==> config.mk <==
export PLATFORM = sky130hd
export DESIGN_NAME = rme_angle_out
export DESIGN_NICKNAME = d
export VERILOG_FILES = /design/src/hdl/rme_pkg.sv /design/src/hdl/rme_angle_out.sv
export SDC_FILE = /design/constraint.sdc
export NUM_CORES = 1
export LEC_CHECK = 0
export ABC_CLOCK_PERIOD_IN_PS = 31500
export BUFFER_PORTS_ARGS = -buffer_cell sky130_fd_sc_hd__buf_2
export CORE_MARGIN = 1
export CORE_UTILIZATION = 45
export CTS_CLUSTER_DIAMETER = 50
export CTS_CLUSTER_SIZE = 14
export DETAILED_ROUTE_END_ITERATION = 8
export PLACE_DENSITY = 0.72
export SLEW_MARGIN = 20
export SYNTH_ARGS = -nofsm -noshare
export SYNTH_HDL_FRONTEND = slang
export SYNTH_SLANG_ARGS = --single-unit
==> constraint.sdc <==
create_clock -name clk -period 31.5 [get_ports clk]
set_input_delay 9.45 -clock clk [delete_from_list [all_inputs] [get_ports clk]]
set_output_delay 9.45 -clock clk [all_outputs]
set_load 0.005 [all_outputs]
==> src/hdl/rme_pkg.sv <==
// Package for the rotation matrix to Euler angle unit: widths, CORDIC angle table,
// scaling constants and the per-stage CORDIC record. No dependencies.
`timescale 1ns / 1ps

package rme_pkg;

    // entries carry this many fraction bits; sy and the threshold share the scale
    localparam int ELEMENT_FRACTION_BITS = 14;
    localparam int ELEM_W       = 16;
    localparam int GUARD_BITS   = 16;
    localparam int VEC_W        = 40;
    localparam int ANG_W        = 34;
    localparam int ATAN_LEN     = 32;
    localparam int THR_W        = 15;
    localparam int OUT_W        = 16;
    localparam int ANGLE_LIMIT  = 25736;
    localparam logic [29:0] INV_GAIN_Q30 = 30'd652032874;
    localparam logic [30:0] PI_Q29       = 31'd1686629713;

    typedef logic signed [VEC_W-1:0] vec_t;
    typedef logic signed [ANG_W-1:0] ang_t;

    typedef struct packed {
        vec_t x;
        vec_t y;
        ang_t z;
    } cordic_t;

    function automatic ang_t atan_units(input logic [4:0] i);
        logic [31:0] v;
        unique case (i)
            5'd0:  v = 32'h20000000;
            5'd1:  v = 32'h12E4051E;
            5'd2:  v = 32'h09FB385B;
            5'd3:  v = 32'h051111D4;
            5'd4:  v = 32'h028B0D43;
            5'd5:  v = 32'h0145D7E1;
            5'd6:  v = 32'h00A2F61E;
            5'd7:  v = 32'h00517C55;
            5'd8:  v = 32'h0028BE53;
            5'd9:  v = 32'h00145F2F;
            5'd10: v = 32'h000A2F98;
            5'd11: v = 32'h000517CC;
            5'd12: v = 32'h00028BE6;
            5'd13: v = 32'h000145F3;
            5'd14: v = 32'h0000A2FA;
            5'd15: v = 32'h0000517D;
            5'd16: v = 32'h000028BE;
            5'd17: v = 32'h0000145F;
            5'd18: v = 32'h00000A30;
            5'd19: v = 32'h00000518;
            5'd20: v = 32'h0000028C;
            5'd21: v = 32'h00000146;
            5'd22: v = 32'h000000A3;
            5'd23: v = 32'h00000051;
            5'd24: v = 32'h00000029;
            5'd25: v = 32'h00000014;
            5'd26: v = 32'h0000000A;
            5'd27: v = 32'h00000005;
            5'd28: v = 32'h00000003;
            5'd29: v = 32'h00000001;
            5'd30: v = 32'h00000001;
            default: v = 32'h00000000;
        endcase
        return ang_t'({2'b00, v});
    endfunction

    // quadrant pre-rotation into the right half plane
    function automatic cordic_t cordic_init(input vec_t x, input vec_t y);
        cordic_t c;
        c.x = x;
        c.y = y;
        c.z = '0;
        if (x < 0) begin
            c.x = -x;
            c.y = -y;
            c.z = (y >= 0) ? ang_t'(34'sd2147483648) : ang_t'(-34'sd2147483648);
        end
        return c;
    endfunction

    function automatic cordic_t cordic_iter(input cordic_t c, input logic [4:0] i);
        cordic_t n;
        vec_t dx;
        vec_t dy;
        dx = c.y >>> i;
        dy = c.x >>> i;
        if (c.y >= 0) begin
            n.x = c.x + dx;
            n.y = c.y - dy;
            n.z = c.z + atan_units(i);
        end else begin
            n.x = c.x - dx;
            n.y = c.y + dy;
            n.z = c.z - atan_units(i);
        end
        return n;
    endfunction

    function automatic vec_t widen(input logic signed [ELEM_W-1:0] e);
        return vec_t'({{(VEC_W-ELEM_W-GUARD_BITS){e[ELEM_W-1]}}, e, {GUARD_BITS{1'b0}}});
    endfunction

endpackage

==> src/hdl/rme_angle_out.sv <==
// Turn units to Q2.13 radians: registered multiply by pi, then round and clamp.
// Depends on rme_pkg.
`timescale 1ns / 1ps

module rme_angle_out
    import rme_pkg::*;
(
    input  logic                    clk,
    input  logic                    en,
    input  ang_t                    ang,
    output logic signed [OUT_W-1:0] q213
);

    logic signed [65:0] prod_reg;
    logic signed [65:0] rnd;
    logic signed [18:0] sh;

    always_ff @(posedge clk)
    begin
        if (en) prod_reg <= 66'(ang) * $signed({1'b0, PI_Q29});
    end

    always_comb
    begin
        rnd = prod_reg + (66'sd1 <<< 46);
        sh  = 19'(rnd >>> 47);
        if (sh > 19'sd25736)       q213 = OUT_W'(ANGLE_LIMIT);
        else if (sh < -19'sd25736) q213 = -OUT_W'(ANGLE_LIMIT);
        else                       q213 = sh[OUT_W-1:0];
    end

endmodule

==> results_dict.tcl, run 1 <==
set metrics [dict create \
    use_met2 0.380 \
    diodes 0 \
    core_area_sq_um 45400 \
    async_reset_ff_frac 0 \
    synthTopCellsByCount "inv_1 (795), fa_1 (442), ha_1 (387)" \
    fin_nets 3095 \
    clk_pin_slew_ps 50 \
    yosys_warnings 0 \
    syn2layout_area_growth_pct 4.78 \
    rows 78 \
    tightestPinTransition_ps 755 \
    rsz0062_at_grt "false" \
    finalMaxSlewViolations 0 \
    finalCriticalPeriod_ps 16500 \
    fillerInstances 4214 \
    ant_nets 0 \
    drtIter0Drc 759 \
    use_met3 0.0316 \
    route.vias.total 14300 \
    outcome "completed" \
    synth_top_area_share 0.427 \
    synth.top_cells.by_area "fa_1 (43%), ha_1 (23%), inv_1 (14%)" \
    dpl.hpwl_um 45400 \
    post-synth-top-count-cell "inv_1" \
    post-place-ws_ps 14810 \
    grt_pass1_vias 15900 \
    synth_cells 2194 \
    wl_per_cell_um 17.7 \
    syn_nets 3059 \
    worstSetupPathType "in -> reg" \
    synth_area_leader_cell "fa_1" \
    cts-buffers-inserted 3 \
    yosysSeqAreaShare 0.0289 \
    die_area_sq_um 47000 \
    synth-main-ff-cell "edfxtp_1" \
    antenna_found_initial 0 \
    crit_slowest_cell "fa_1" \
    hold_violations 0 \
    busiest_layer "met2" \
    clock-sinks 20 \
    largest_reg_flops 20 \
    floorplan.initialDensity 0.457 \
    arrival_ps 16490 \
    clockBufferDepth 2 \
    drcViolationCount 0 \
    required_ps 31490 \
    cts.hold.buffers_added 0 \
    gr-total-overflow 0 \
    cts_tree "yes" \
    htreeDepth 1 \
    max_cap_violations 0 \
    critPathCaptureType "flip-flop" \
    clockRootBuffer "clkbuf_16" \
    wl_um 50000 \
    holdWs_ps 9660 \
    pin_count 52 \
    port-buffer-count 51 \
    slowest_delay_ps 520 \
    grt_pass1_wl_um 82100 \
    synth_edf_count 20 \
    grt_max_degree 44 \
    die-height_um 217 \
    via_per_inst 5.06 \
    drive_gt1_frac 0.0323 \
    ctsResizeCount 0 \
    fp.dieW_um 217 \
    grt_use_met1 0.299 \
    slew_headroom 0.497 \
    grt_use_total 0.223 \
    timing.critical_path.from_type "primary input" \
    syn_area_per_cell_sq_um 9.46 \
    tns_ps 0 \
    synth_area_sq_um 20700 \
    period_share 0.524 \
    yosysUniqueCellTypes 70 \
    drt-pass1-iter-count 6 \
    hold_path.class "in -> reg" \
    synth-seq-cells 20 \
    post_cts_buffers 0 \
    final-setup-viol-count 0 \
    cp_max_fo 9 \
    gp_congestion 0.949 \
    fmax_mhz 60.6 \
    setup_slack_ps 15000 \
]
critical path, delay by kind of cell:
family          cells  cell delay (ps)
fa+ha+maj           9             4130
xor+xnor            1              120
compound gates      4              980
buf+inv             7              920
simple gates        4              880
layout by cell type (no fill, tap or decap), types with 7 or more instances in the layout:
| cell | count |
|---|---|
| nand4_1 | 14 |
| nor2_1 | 38 |
| xor2_1 | 24 |
| a21oi_1 | 75 |
| xnor2_1 | 69 |
| buf_2 | 50 |
| nand3_1 | 28 |
| o211ai_1 | 7 |
| nor3_1 | 11 |
| ha_1 | 387 |
| nor2b_1 | 7 |
| fa_1 | 442 |
| inv_1 | 795 |
| and4_1 | 8 |
| and3_1 | 9 |
| edfxtp_1 | 20 |
| nand2_1 | 56 |
| nor4_1 | 7 |
| o21ai_0 | 38 |
| a21o_1 | 40 |
| a31oi_1 | 10 |
final cells by class:
type | instances | area [sq um] | area share
clock buffers | 3 | 75.1 | 0.00345
repair buffers | 53 | 273 | 0.0125
flip-flops and latches | 20 | 601 | 0.0276
inverters | 796 | 2990 | 0.137
clock inverters | 1 | 3.75 | 0.000173
multi-input cells | 1356 | 17000 | 0.784
well taps | 600 | 751 | 0.0345
stage by stage:
| stage | util | cell area (sq um) | std cells |
|---|---|---|---|
| 5_1_grt | 0.479 | 21700 | 2829 |
| 3_5_place_dp | 0.477 | 21700 | 2825 |
| 6_report | 0.479 | 21700 | 2829 |
| 4_1_cts | 0.479 | 21700 | 2829 |
| 2_1_floorplan | - | 20700 | 2194 |
| 3_3_place_gp | 0.477 | 21700 | 2825 |
layer usage:
metal / wire length (um) / vias to the layer above
met5: 0 / -
met1: 21800 / 7194
met4: 1270 / 0
met3: 2740 / 77
li1: - / 6666
met2: 24300 / 367
cell families after synthesis:
logic type / synth area share
and+or+nand+nor: 0.0499
buffers and inverters: 0.149
adders and majority gates: 0.660
DFF: 0.0289
AOI/OAI and AO/OA: 0.0698
xor gates and xnor gates: 0.0400
muxes: 0.00199
final timing paths:
| kind | startpoint | to | slack [ps] | cells after the start |
|---|---|---|---|---|
| worst max-delay path | ang[32] | prod_reg[65] | 15000 | 25 |
| worst min-delay path | en | prod_reg[64] | 9660 | 1 |
Power of run 1 is left out: the tool's default activity adds up to more than one toggle a clock period on the data nets, which glitch-free logic cannot reach.
==> run 2, diff against run 1 <==
ABC_CLOCK_PERIOD_IN_PS = 15000   (was 31500)
PLACE_DENSITY = 0.74   (was 0.72)
clock period = 15 ns   (was 31.5 ns; I/O delays follow)
==> run 2 against run 1 <==
Compared with the run above: first-iteration DRC count increased by 19%; flip-flop and latch count unchanged; final area increased by 0.12%; global-route usage decreased by 0.13 points; final cell count unchanged; largest cell class unchanged.
==> results_dict.tcl, run 2 (synthesis gave the netlist of run 1 again) <==
set metrics [dict create \
    outcome "completed" \
    drive_gt1_frac 0.0328 \
    clockRootBuffer "clkbuf_16" \
    core_area_sq_um 45400 \
    dpl.hpwl_um 45100 \
    timing.critical_path.from_type "primary input" \
    floorplan.initialDensity 0.457 \
    grt_use_total 0.222 \
    crit_slowest_cell "fa_1" \
    largest_reg_flops 20 \
    cts_tree "yes" \
    fin_nets 3095 \
    finalMaxSlewViolations 0 \
    drtIter0Drc 900 \
    ctsResizeCount 0 \
    hold_depth 1 \
    die-height_um 217 \
    ant_nets 0 \
    layout_common_cells "inv_1 (795), fa_1 (442), ha_1 (387), a21oi_1 (75), xnor2_1 (69)" \
    clk_pin_slew_ps 50 \
    clock-sinks 20 \
    slew_headroom 0.495 \
    crit_chain "buf_2 > inv_1 > fa_1 > inv_1 > fa_1 > inv_1 > fa_1 > inv_1 > ha_1 > fa_1 > fa_1 > fa_1 > fa_1 > ha_1 > nand4_2 > nor4_1 > nand4_1 > a211oi_1 > nor3_1 > o21ai_2 > a221oi_1 > o31a_1 > xnor2_1" \
    required_ps 14990 \
    final_util 0.480 \
    critPathCaptureType "flip-flop" \
    route.vias.total 14400 \
    slowest_delay_ps 580 \
    fmax_mhz 86.8 \
    grt_pass1_vias 15800 \
    syn2layout_area_growth_pct 4.90 \
    mostFrequentLayoutCell "inv_1" \
    hold_violations 0 \
    grt_max_degree 40 \
    cts-buffers-inserted 3 \
    tns_ps 0 \
    port-buffer-count 51 \
    wl_um 50100 \
    wl_per_cell_um 17.7 \
    holdWs_ps 4710 \
    diodes 0 \
    pin_count 52 \
    finalCriticalPeriod_ps 11530 \
    crit_end "prod_reg[65]" \
    htreeDepth 1 \
    worstSetupPathType "in -> reg" \
    crit_top_cell "fa_1" \
    gp_congestion 0.932 \
    period_share 0.768 \
    grt_pass1_wl_um 81700 \
    crit_start "ang[30]" \
    via_per_inst 5.09 \
    rows 78 \
    antenna_found_initial 0 \
    fp.dieW_um 217 \
    cp_max_fo 9 \
    drt-pass1-iter-count 6 \
    rsz0062_at_grt "false" \
    final-setup-viol-count 0 \
    drcViolationCount 0 \
    hold_path.class "in -> reg" \
    cts.hold.buffers_added 0 \
    post_cts_buffers 0 \
    tightestPinTransition_ps 758 \
    gr-total-overflow 0 \
    arrival_ps 11520 \
    max_cap_violations 0 \
    die_area_sq_um 47000 \
    clockBufferDepth 2 \
]
[run 2: changes by cell type in the layout (fill, tap and decap cells not counted)]
cell | before | now
bufinv_16 | 0 | 1
clkinv_1 | 1 | 0
[run 2: metrics by stage]
stage / cell area [sq um] / setup WS, ps / cells
2_1_floorplan: 20700 / 3450 / 2194
3_3_place_gp: 21700 / 3280 / 2825
3_5_place_dp: 21700 / 3180 / 2825
4_1_cts: 21800 / 3440 / 2829
5_1_grt: 21800 / 2990 / 2829
6_report: 21800 / 3470 / 2829
[run 2: area by class of cell]
type                       count  area [sq um]
fill                        4190         23600
sequential                    20           601
tap                          600           751
clock buffer                   3          75.1
inverter                     796          2990
timing repair buffer          53           273
clock inverter                 1          30.0
multi-input combinational   1356         17000
[run 2: how the worst min path moves through the flow]
| stage | start | slack (ps) | endpoint |
|---|---|---|---|
| after global routing | en | 4740 | prod_reg[55] |
| after detailed placement | en | 4970 | prod_reg[61] |
| after global placement | en | 4960 | prod_reg[65] |
| after CTS | en | 4720 | prod_reg[61] |
| final | en | 4710 | prod_reg[61] |
| after floorplan | en | 4610 | prod_reg[46] |
[run 2: metal layers]
metal  vias up  track usage  wire length, um
li1       6677            -                -
met1      7293        0.297            21900
met2       354        0.386            24700
met3        82       0.0181             2210
met4         0       0.0568             1340
met5         -            0                0
[run 2: worst max-delay path: cells and delay by family]
family	cells	cell delay, ps
compound gates	4	990
xor+xnor	1	120
fa+ha+maj	9	4250
buf+inv	5	680
simple gates	4	950
Power of run 2 is left out for the same reason.
